File: config.mk
export PLATFORM = sky130hd
export DESIGN_NAME = tensor_surface_address_offset_top
export DESIGN_NICKNAME = d
export VERILOG_FILES = /design/src/hw/rtl/tsao_pkg.sv /design/src/hw/rtl/tensor_surface_address_offset_top.sv /design/src/hw/rtl/tsao_cfg.sv
export SDC_FILE = /design/constraint.sdc
export NUM_CORES = 2
export LEC_CHECK = 0
export ABC_AREA = 1
export BUFFER_PORTS_ARGS = -buffer_cell sky130_fd_sc_hd__clkbuf_2
export CAP_MARGIN = 20
export CORE_ASPECT_RATIO = 0.6
export CORE_MARGIN = 4
export CORE_UTILIZATION = 35
export DETAILED_ROUTE_END_ITERATION = 10
export PLACE_DENSITY_LB_ADDON = 0.1
export SYNTH_ARGS = -nofsm -noshare
export SYNTH_HDL_FRONTEND = slang
export SYNTH_HIERARCHICAL = 1
export SYNTH_SLANG_ARGS = --single-unit
File: constraint.sdc
create_clock -name clk -period 8.8 [get_ports clk]
set_clock_uncertainty 0.2 [all_clocks]
set_input_delay 2.2 -clock clk [delete_from_list [all_inputs] [get_ports clk]]
set_output_delay 2.2 -clock clk [all_outputs]
set_load 0.02 [all_outputs]
File: src/hw/rtl/tsao_pkg.sv
// ----------------------------------------------------------------------------
// tsao_pkg
// Shared types, widths, format codes and format decode for the tensor
// surface address offset block.
// ----------------------------------------------------------------------------
package tsao_pkg;

    // offset arithmetic wraps at this width, the port shows the low 32 bits
    localparam int OFFSET_BITS = 32;
    localparam int OUT_W       = 32;

    localparam int COL_W      = 13;
    localparam int ROW_W      = 13;
    localparam int CHAN_W     = 12;
    localparam int DIM_W      = 14;
    localparam int CCNT_W     = 13;
    localparam int STRIDE_W   = 32;
    localparam int FMT_W      = 6;
    localparam int STATUS_W   = 3;
    localparam int CFG_IDX_W  = 3;
    localparam int CFG_DATA_W = 32;

    // shift amounts for element size and channel group size
    localparam int BSH_W   = 2;
    localparam int GSH_W   = 3;
    // local term: (col << 5 | chan low bits) << 2 fits in 20 bits
    localparam int SMALL_W = COL_W + 5 + 2;
    localparam int PRE_W   = SMALL_W - 2;

    localparam logic [GSH_W-1:0] GRP32_SH = GSH_W'(5);
    localparam logic [GSH_W-1:0] GRP8_SH  = GSH_W'(3);
    localparam logic [GSH_W-1:0] GRP16_SH = GSH_W'(4);
    localparam int               PACK4_SH = 2;

    localparam logic [BSH_W-1:0] BPE1_SH = BSH_W'(0);
    localparam logic [BSH_W-1:0] BPE2_SH = BSH_W'(1);
    localparam logic [BSH_W-1:0] BPE4_SH = BSH_W'(2);

    typedef logic [OFFSET_BITS-1:0] off_t;

    // format codes
    localparam logic [FMT_W-1:0] FMT_SINGLE_8     = FMT_W'(0);
    localparam logic [FMT_W-1:0] FMT_SIZE_ONLY    = FMT_W'(1);
    localparam logic [FMT_W-1:0] FMT_PACK4_16     = FMT_W'(8);
    localparam logic [FMT_W-1:0] FMT_PACK4_8      = FMT_W'(13);
    localparam logic [FMT_W-1:0] FMT_SIZE_ONLY_LO = FMT_W'(14);
    localparam logic [FMT_W-1:0] FMT_SIZE_ONLY_HI = FMT_W'(20);
    localparam logic [FMT_W-1:0] FMT_CHW_8        = FMT_W'(37);
    localparam logic [FMT_W-1:0] FMT_CHW_16A      = FMT_W'(38);
    localparam logic [FMT_W-1:0] FMT_CHW_16B      = FMT_W'(39);
    localparam logic [FMT_W-1:0] FMT_GRP32_8      = FMT_W'(40);
    localparam logic [FMT_W-1:0] FMT_GRP8_8       = FMT_W'(41);
    localparam logic [FMT_W-1:0] FMT_GRP16_16A    = FMT_W'(42);
    localparam logic [FMT_W-1:0] FMT_GRP16_16B    = FMT_W'(43);
    localparam logic [FMT_W-1:0] FMT_CHW_32       = FMT_W'(44);
    localparam logic [FMT_W-1:0] FMT_GRP8_32      = FMT_W'(45);
    localparam logic [FMT_W-1:0] FMT_PACK3_A      = FMT_W'(46);
    localparam logic [FMT_W-1:0] FMT_PACK3_B      = FMT_W'(47);

    typedef enum logic [CFG_IDX_W-1:0] {
        REG_FORMAT      = 3'd0,
        REG_WIDTH       = 3'd1,
        REG_HEIGHT      = 3'd2,
        REG_CHAN_COUNT  = 3'd3,
        REG_LINE_STRIDE = 3'd4,
        REG_SURF_STRIDE = 3'd5
    } cfg_reg_t;

    typedef enum logic [STATUS_W-1:0] {
        ST_OK      = 3'd0,
        ST_RANGE   = 3'd1,
        ST_NO_SIZE = 3'd2,
        ST_CHAN    = 3'd3,
        ST_LAYOUT  = 3'd4
    } status_t;

    typedef enum logic [2:0] {
        LAY_NONE   = 3'd0,
        LAY_SINGLE = 3'd1,
        LAY_PACK3  = 3'd2,
        LAY_PACK4  = 3'd3,
        LAY_GROUP  = 3'd4,
        LAY_CHW    = 3'd5
    } layout_t;

    typedef struct packed {
        logic [FMT_W-1:0]    fmt;
        logic [DIM_W-1:0]    width;
        logic [DIM_W-1:0]    height;
        logic [CCNT_W-1:0]   chan_cnt;
        logic [STRIDE_W-1:0] line_stride;
        logic [STRIDE_W-1:0] surf_stride;
    } cfg_t;

    typedef struct packed {
        logic             has_size;
        logic [BSH_W-1:0] bsh;
        logic [GSH_W-1:0] gsh;
        layout_t          layout;
    } fmt_info_t;

    function automatic fmt_info_t fmt_decode(input logic [FMT_W-1:0] fmt);
        fmt_info_t info;
        info.has_size = 1'b1;
        info.bsh      = BPE1_SH;
        info.gsh      = '0;
        info.layout   = LAY_NONE;
        case (fmt)
            FMT_SINGLE_8:  info.layout = LAY_SINGLE;
            FMT_PACK3_A,
            FMT_PACK3_B:   info.layout = LAY_PACK3;
            FMT_PACK4_8:   info.layout = LAY_PACK4;
            FMT_PACK4_16:
            begin
                info.layout = LAY_PACK4;
                info.bsh    = BPE2_SH;
            end
            FMT_GRP32_8:
            begin
                info.layout = LAY_GROUP;
                info.gsh    = GRP32_SH;
            end
            FMT_GRP8_8:
            begin
                info.layout = LAY_GROUP;
                info.gsh    = GRP8_SH;
            end
            FMT_GRP8_32:
            begin
                info.layout = LAY_GROUP;
                info.gsh    = GRP8_SH;
                info.bsh    = BPE4_SH;
            end
            FMT_GRP16_16A,
            FMT_GRP16_16B:
            begin
                info.layout = LAY_GROUP;
                info.gsh    = GRP16_SH;
                info.bsh    = BPE2_SH;
            end
            FMT_CHW_8:     info.layout = LAY_CHW;
            FMT_CHW_16A,
            FMT_CHW_16B:
            begin
                info.layout = LAY_CHW;
                info.bsh    = BPE2_SH;
            end
            FMT_CHW_32:
            begin
                info.layout = LAY_CHW;
                info.bsh    = BPE4_SH;
            end
            default:
            begin
                // element size known but no layout, or no element size at all
                info.has_size = (fmt == FMT_SIZE_ONLY) ||
                                ((fmt >= FMT_SIZE_ONLY_LO) && (fmt <= FMT_SIZE_ONLY_HI));
            end
        endcase
        return info;
    endfunction

endpackage

File: src/hw/rtl/tensor_surface_address_offset_top.sv
// ----------------------------------------------------------------------------
// tensor_surface_address_offset_top
// Byte offset of one surface element from its column, row and channel.
// ----------------------------------------------------------------------------
// Three-stage pipeline: input register, product register, result register.
// One request is taken every cycle as long as out_ready is high, and each
// result passes the input, product and result registers in order. The row term
// (row * line_stride) and the plane term (channel or channel group times
// surface_stride, or column times channel_count for packed 3-channel) each
// use one 13x32 multiplier ahead of the product register; the final
// three-way add sits ahead of the result register. When the result is
// stalled the stages fill up and in_ready drops once all three hold a
// request. Configuration must only be written while the pipeline is empty.
module tensor_surface_address_offset_top (
    input  logic                             clk,
    input  logic                             rst_n,

    input  logic                             cfg_wen,
    input  logic [tsao_pkg::CFG_IDX_W-1:0]   cfg_index,
    input  logic [tsao_pkg::CFG_DATA_W-1:0]  cfg_data,

    input  logic                             in_valid,
    output logic                             in_ready,
    input  logic [tsao_pkg::COL_W-1:0]       col_index,
    input  logic [tsao_pkg::ROW_W-1:0]       row_index,
    input  logic [tsao_pkg::CHAN_W-1:0]      chan_index,

    output logic                             out_valid,
    input  logic                             out_ready,
    output logic [tsao_pkg::OUT_W-1:0]       byte_offset,
    output logic [tsao_pkg::STATUS_W-1:0]    status
);

    tsao_pkg::cfg_t      cfg;
    tsao_pkg::fmt_info_t info;

    // stage 1: input register
    logic                          s1_valid_reg;
    logic [tsao_pkg::COL_W-1:0]    s1_col_reg;
    logic [tsao_pkg::ROW_W-1:0]    s1_row_reg;
    logic [tsao_pkg::CHAN_W-1:0]   s1_chan_reg;

    // stage 2: product register
    logic                          s2_valid_reg;
    tsao_pkg::off_t                s2_row_term_reg;
    tsao_pkg::off_t                s2_plane_term_reg;
    tsao_pkg::off_t                s2_local_term_reg;
    tsao_pkg::status_t             s2_status_reg;

    // stage 3: result register
    logic                          s3_valid_reg;
    logic [tsao_pkg::OUT_W-1:0]    s3_offset_reg;
    tsao_pkg::status_t             s3_status_reg;

    logic adv2;
    logic adv3;

    tsao_pkg::status_t             status_next;
    logic [tsao_pkg::CHAN_W-1:0]   grp_idx;
    logic [tsao_pkg::CHAN_W-1:0]   grp_mask;
    logic [tsao_pkg::PRE_W-1:0]    local_pre;
    logic [tsao_pkg::SMALL_W-1:0]  local_term;
    logic [tsao_pkg::COL_W-1:0]    mul_x;
    logic [tsao_pkg::STRIDE_W-1:0] mul_y;
    tsao_pkg::off_t                row_term_next;
    tsao_pkg::off_t                plane_term_next;
    tsao_pkg::off_t                offset_sum;

    tsao_cfg u_cfg (
        .clk       (clk),
        .rst_n     (rst_n),
        .cfg_wen   (cfg_wen),
        .cfg_index (cfg_index),
        .cfg_data  (cfg_data),
        .cfg       (cfg)
    );

    assign info = tsao_pkg::fmt_decode(cfg.fmt);

    // handshake: a stage moves when the next one is empty or moving
    assign adv3     = s2_valid_reg && (!s3_valid_reg || out_ready);
    assign adv2     = s1_valid_reg && (!s2_valid_reg || adv3);
    assign in_ready = !s1_valid_reg || adv2;

    // ---- stage 1 -> 2: checks and products ----
    always_comb
    begin
        if (({1'b0, s1_col_reg} >= cfg.width) || ({1'b0, s1_row_reg} >= cfg.height) ||
            ({1'b0, s1_chan_reg} >= cfg.chan_cnt))
            status_next = tsao_pkg::ST_RANGE;
        else if (!info.has_size)
            status_next = tsao_pkg::ST_NO_SIZE;
        else if ((info.layout == tsao_pkg::LAY_SINGLE) && (s1_chan_reg != '0))
            status_next = tsao_pkg::ST_CHAN;
        else if (info.layout == tsao_pkg::LAY_NONE)
            status_next = tsao_pkg::ST_LAYOUT;
        else
            status_next = tsao_pkg::ST_OK;
    end

    assign grp_idx  = s1_chan_reg >> info.gsh;
    assign grp_mask = (tsao_pkg::CHAN_W'(1) << info.gsh) - tsao_pkg::CHAN_W'(1);

    // term that needs no multiplier, already scaled by element size
    always_comb
    begin
        local_pre  = '0;
        local_term = '0;
        case (info.layout)
            tsao_pkg::LAY_SINGLE:
                local_term = tsao_pkg::SMALL_W'(s1_col_reg);
            tsao_pkg::LAY_PACK3:
                local_term = tsao_pkg::SMALL_W'(s1_chan_reg);
            tsao_pkg::LAY_PACK4:
            begin
                local_pre  = (tsao_pkg::PRE_W'(s1_col_reg) << tsao_pkg::PACK4_SH) +
                             tsao_pkg::PRE_W'(s1_chan_reg);
                local_term = tsao_pkg::SMALL_W'(local_pre) << info.bsh;
            end
            tsao_pkg::LAY_GROUP:
            begin
                local_pre  = (tsao_pkg::PRE_W'(s1_col_reg) << info.gsh) |
                             tsao_pkg::PRE_W'(s1_chan_reg & grp_mask);
                local_term = tsao_pkg::SMALL_W'(local_pre) << info.bsh;
            end
            tsao_pkg::LAY_CHW:
                local_term = tsao_pkg::SMALL_W'(s1_col_reg) << info.bsh;
            default:
                local_term = '0;
        endcase
    end

    // shared plane multiplier operands
    always_comb
    begin
        case (info.layout)
            tsao_pkg::LAY_PACK3:
            begin
                mul_x = s1_col_reg;
                mul_y = tsao_pkg::STRIDE_W'(cfg.chan_cnt);
            end
            tsao_pkg::LAY_GROUP:
            begin
                mul_x = tsao_pkg::COL_W'(grp_idx);
                mul_y = cfg.surf_stride;
            end
            tsao_pkg::LAY_CHW:
            begin
                mul_x = tsao_pkg::COL_W'(s1_chan_reg);
                mul_y = cfg.surf_stride;
            end
            default:
            begin
                mul_x = '0;
                mul_y = '0;
            end
        endcase
    end

    assign row_term_next   = tsao_pkg::OFFSET_BITS'(s1_row_reg) *
                             tsao_pkg::OFFSET_BITS'(cfg.line_stride);
    assign plane_term_next = tsao_pkg::OFFSET_BITS'(mul_x) *
                             tsao_pkg::OFFSET_BITS'(mul_y);

    // ---- stage 2 -> 3: sum ----
    assign offset_sum = s2_row_term_reg + s2_plane_term_reg + s2_local_term_reg;

    always_ff @(posedge clk or negedge rst_n)
    begin
        if (!rst_n)
        begin
            s1_valid_reg <= 1'b0;
            s2_valid_reg <= 1'b0;
            s3_valid_reg <= 1'b0;
        end
        else
        begin
            if (in_ready)
                s1_valid_reg <= in_valid;
            if (!s2_valid_reg || adv3)
                s2_valid_reg <= s1_valid_reg;
            if (!s3_valid_reg || out_ready)
                s3_valid_reg <= s2_valid_reg;
        end
    end

    always_ff @(posedge clk)
    begin
        if (in_valid && in_ready)
        begin
            s1_col_reg  <= col_index;
            s1_row_reg  <= row_index;
            s1_chan_reg <= chan_index;
        end
        if (adv2)
        begin
            s2_row_term_reg   <= row_term_next;
            s2_plane_term_reg <= plane_term_next;
            s2_local_term_reg <= tsao_pkg::OFFSET_BITS'(local_term);
            s2_status_reg     <= status_next;
        end
        if (adv3)
        begin
            s3_offset_reg <= (s2_status_reg == tsao_pkg::ST_OK) ?
                             tsao_pkg::OUT_W'(offset_sum) : '0;
            s3_status_reg <= s2_status_reg;
        end
    end

    assign out_valid   = s3_valid_reg;
    assign byte_offset = s3_offset_reg;
    assign status      = s3_status_reg;

endmodule

File: src/hw/rtl/tsao_cfg.sv
// ----------------------------------------------------------------------------
// tsao_cfg
// Configuration register file: write-only, indexed, unknown indexes ignored.
// ----------------------------------------------------------------------------
module tsao_cfg (
    input  logic                             clk,
    input  logic                             rst_n,
    input  logic                             cfg_wen,
    input  logic [tsao_pkg::CFG_IDX_W-1:0]   cfg_index,
    input  logic [tsao_pkg::CFG_DATA_W-1:0]  cfg_data,
    output tsao_pkg::cfg_t                   cfg
);

    tsao_pkg::cfg_t cfg_reg;
    tsao_pkg::cfg_t cfg_next;

    always_comb
    begin
        cfg_next = cfg_reg;
        if (cfg_wen)
        begin
            case (cfg_index)
                tsao_pkg::REG_FORMAT:
                    cfg_next.fmt = cfg_data[tsao_pkg::FMT_W-1:0];
                tsao_pkg::REG_WIDTH:
                    cfg_next.width = cfg_data[tsao_pkg::DIM_W-1:0];
                tsao_pkg::REG_HEIGHT:
                    cfg_next.height = cfg_data[tsao_pkg::DIM_W-1:0];
                tsao_pkg::REG_CHAN_COUNT:
                    cfg_next.chan_cnt = cfg_data[tsao_pkg::CCNT_W-1:0];
                tsao_pkg::REG_LINE_STRIDE:
                    cfg_next.line_stride = cfg_data[tsao_pkg::STRIDE_W-1:0];
                tsao_pkg::REG_SURF_STRIDE:
                    cfg_next.surf_stride = cfg_data[tsao_pkg::STRIDE_W-1:0];
                default:
                    cfg_next = cfg_reg;
            endcase
        end
    end

    always_ff @(posedge clk or negedge rst_n)
    begin
        if (!rst_n)
        begin
            cfg_reg <= '0;
        end
        else
        begin
            cfg_reg <= cfg_next;
        end
    end

    assign cfg = cfg_reg;

endmodule

==> impl_results.md <==
* Run status: complete, no violations
* Crit path buf inv count at 7
* Max FFs per register at 111
* Ys Warns at 6
* Final nets at around 5000
* Reg2Reg Setup Slack at about 970 ps
* Fin. max-slew vios at 0
* First-pass GRT wire length at approximately 180000 um
* P per Cell Area at approximately 380 nW/um2
* Cell Rows at 88
* Unrepaired setup endpoints after global routing: false
* Post-route minimum period at between 7000 and 8000 ps
* Syn_area_per_cell at roughly 8.3 um2
* WL/cell at 21.5 um
* Setup TNS at 0 ps
* Fin util at 0.387
* Die Ht at 251 um
* 1st-pass router iterations at 6
* Max stage delay cell, worst path: a22oi_1
* # DRC at 0
* Max Freq at 0.128 GHz
* Clk Latency, worst-skew pair at 610 ps
* Post-Syn Area at 34300 um2
* Number of stages on the worst setup path at 30
* Worst Hold Depth at 2
* R2R Path Start: u_cfg/cfg[108]
* Storage element area at approximately 7700 um2
* CTS tree: done
* Area of the multi-input gates at 22800 um2
* Vias/cell at around 4.9
* Post-synth EDFFs at 160
* # clock sinks at ~270
* Die ar. at ~100000 um2
* GRT Overall Usage at 0.231
* WP data required at 8950 ps
* Synthesized instance count at 4112
* Synth top area share at 0.313
* Cts repair resizes at 0
* Fin. Hold Viols at 0
* Placer congestion estimate at between 0.9 and 1
* Core area at around 97000 um2
* Cts hold-fix bufs at 0
* Die width at a little over 400 um
* Fraction of registers with async set/reset at 0.416
* CP endpoint: s2_plane_term_reg[25]
* Critical Path Start Type: flip-flop
* Worst slew margin at 0.244
* CP Launch Point: u_cfg/cfg[108]
* Final setup vio count at 0
* Post-DRT Antenna Nets at 0
* Worst R2R End: s2_plane_term_reg[25]
* Root buffer cell: clkbuf_16
* Starting Density at 0.355
* Total Wirelength at between 100000 and 150000 um
* Top cells by area, synth: fa_1 (31%), edfxtp_1 (14%), nand2_1 (13%)
* Seq cells post-synth at approximately 270
* Seq/Total Area, Yosys at 0.223
* Type of destination of the critical path: flip-flop
* Fin crit share at 0.890
* Via count at approximately 27000
* Largest net degree at the start of global routing at 72
* CTS H-Tree Depth at 1
* CP arrival at 7980 ps
* Hold slack at about 270 ps
* Area Overhead vs Synth at 8.98%
* Critical path class: reg2reg
* Max incr delay on CP at roughly 550 ps
* Cells on worst reg2reg path at 30
* Maximum clock path buffer count at 3
* Commonest cells post-synth: nand2_1 (1155), inv_1 (858), fa_1 (536)
* Worst-path fanout max at 26
* Final non-filler cell total at roughly 5500
* Ys flop type: edfxtp_1
* Total power at between 0.01 and 0.015 W
* Placed wire-length estimate at 97300 um
* Hold/Removal Path Class: reg2reg
* Leading area contributor after synthesis: fa_1
* Slew @ Worst Pin at 1130 ps
* Diodes inserted at 0
* Cts bufs inserted at 31
* IO buf count at approximately 110
* Top-count cell post-synth: nand2_1
* # placed instances at 5459
* Layout cells sized above 1 at 0.0682
* Distinct cell type count after synthesis at 56
* Initial DRC Count at ~2500
* IO Count at approximately 120
* Setup bufs post-CTS at 0
* Cell family with most CP delay: adder cells
* Initial antenna violation count at 8
* Clk slew on worst S/H paths at 70 ps
* Number of global-route vias before repair at between 20000 and 30000
* Max Cap Viol at 0
* Fillcell total at 10100
* Cell mode on critical path: inv_1
* LEAKAGE at between 15 and 20 nW
* Global route total overflow at 0
* VDD IR-drop max at between 0.4 and 0.5 mV
## stage by stage
stage | setup slack (ps) | instance area, um2
4_1_cts | 1000 | 37400
5_1_grt | 382 | 37400
2_1_floorplan | 1820 | 34300
3_5_place_dp | 1000 | 36400
3_3_place_gp | 1060 | 36400
6_report | 966 | 37400
## layout by cell type, fill, tap and decap left out, types with 8 or more instances in the layout
master | synthesis | layout
xnor2_1 | 31 | 31
inv_1 | 858 | 856
o211ai_1 | 17 | 17
conb_1 | 2 | 9
ha_1 | 196 | 196
dfrtp_1 | 114 | 114
nor2_1 | 201 | 198
o21ai_0 | 85 | 85
a21oi_1 | 166 | 165
buf_4 | 6 | 58
clkbuf_2 | 0 | 113
fa_1 | 536 | 536
clkbuf_16 | 0 | 31
nor2_2 | 5 | 8
o221ai_1 | 19 | 18
clkbuf_1 | 90 | 8
o21a_1 | 19 | 19
nor3_1 | 21 | 20
o21bai_1 | 13 | 13
inv_2 | 37 | 38
nand2_1 | 1155 | 1155
a22oi_1 | 24 | 24
nand3_1 | 159 | 159
nand4_1 | 17 | 17
edfxtp_1 | 160 | 160
o22ai_1 | 11 | 11
xor2_1 | 57 | 57
nand2_2 | 8 | 8
## final cells by class
cell class | count | area share
clock buffer | 42 | 0.0227
clock inverter | 14 | 0.00294
inverter | 899 | 0.0903
multi-input combinational | 2810 | 0.609
sequential | 274 | 0.205
tap | 1305 | 0.0437
timing repair buffer | 171 | 0.0268
## metal layers
layer | GRT usage | wire length (um)
met4 | 0.0310 | 1700
met1 | 0.389 | 62500
met2 | 0.276 | 40900
met5 | 0 | 27
met3 | 0.0806 | 13400
## how the worst min path moves through the flow
stage	from	to	slack [ps]
after floorplan	s2_status_reg[2]	status[2]	230
after global placement	u_cfg/cfg[88]	u_cfg/cfg[88]	260
after detailed placement	u_cfg/cfg[90]	u_cfg/cfg[90]	260
after CTS	u_cfg/cfg[83]	u_cfg/cfg[83]	280
after global routing	s2_status_reg[2]	status[2]	290
final	u_cfg/cfg[90]	u_cfg/cfg[90]	270
## report_power, final
group          switching (W)  leakage, nW  internal (W)
sequential          0.000393         3.00       0.00210
combinational        0.00681         15.5       0.00350
clock               0.000572        0.461      0.000702
## tightest hold or removal path, stage by stage (launching register included)
cell	delay, ps
dfrtp_1	340
nand2_1	60
nand2_1	50
## cell families (layout without fill, tap and decap cells)
kind of cell	after synthesis	count (layout)	synth area share
fa+ha+maj	732	732	0.384
mux	7	7	0.00204
buf+inv	1035	1126	0.115
other cells	2	9	0.000219
flops	274	274	0.223
compound gates	395	395	0.0695
simple gates	1579	1579	0.183
xor+xnor	88	88	0.0225
Power figures use the tool's default switching activity.
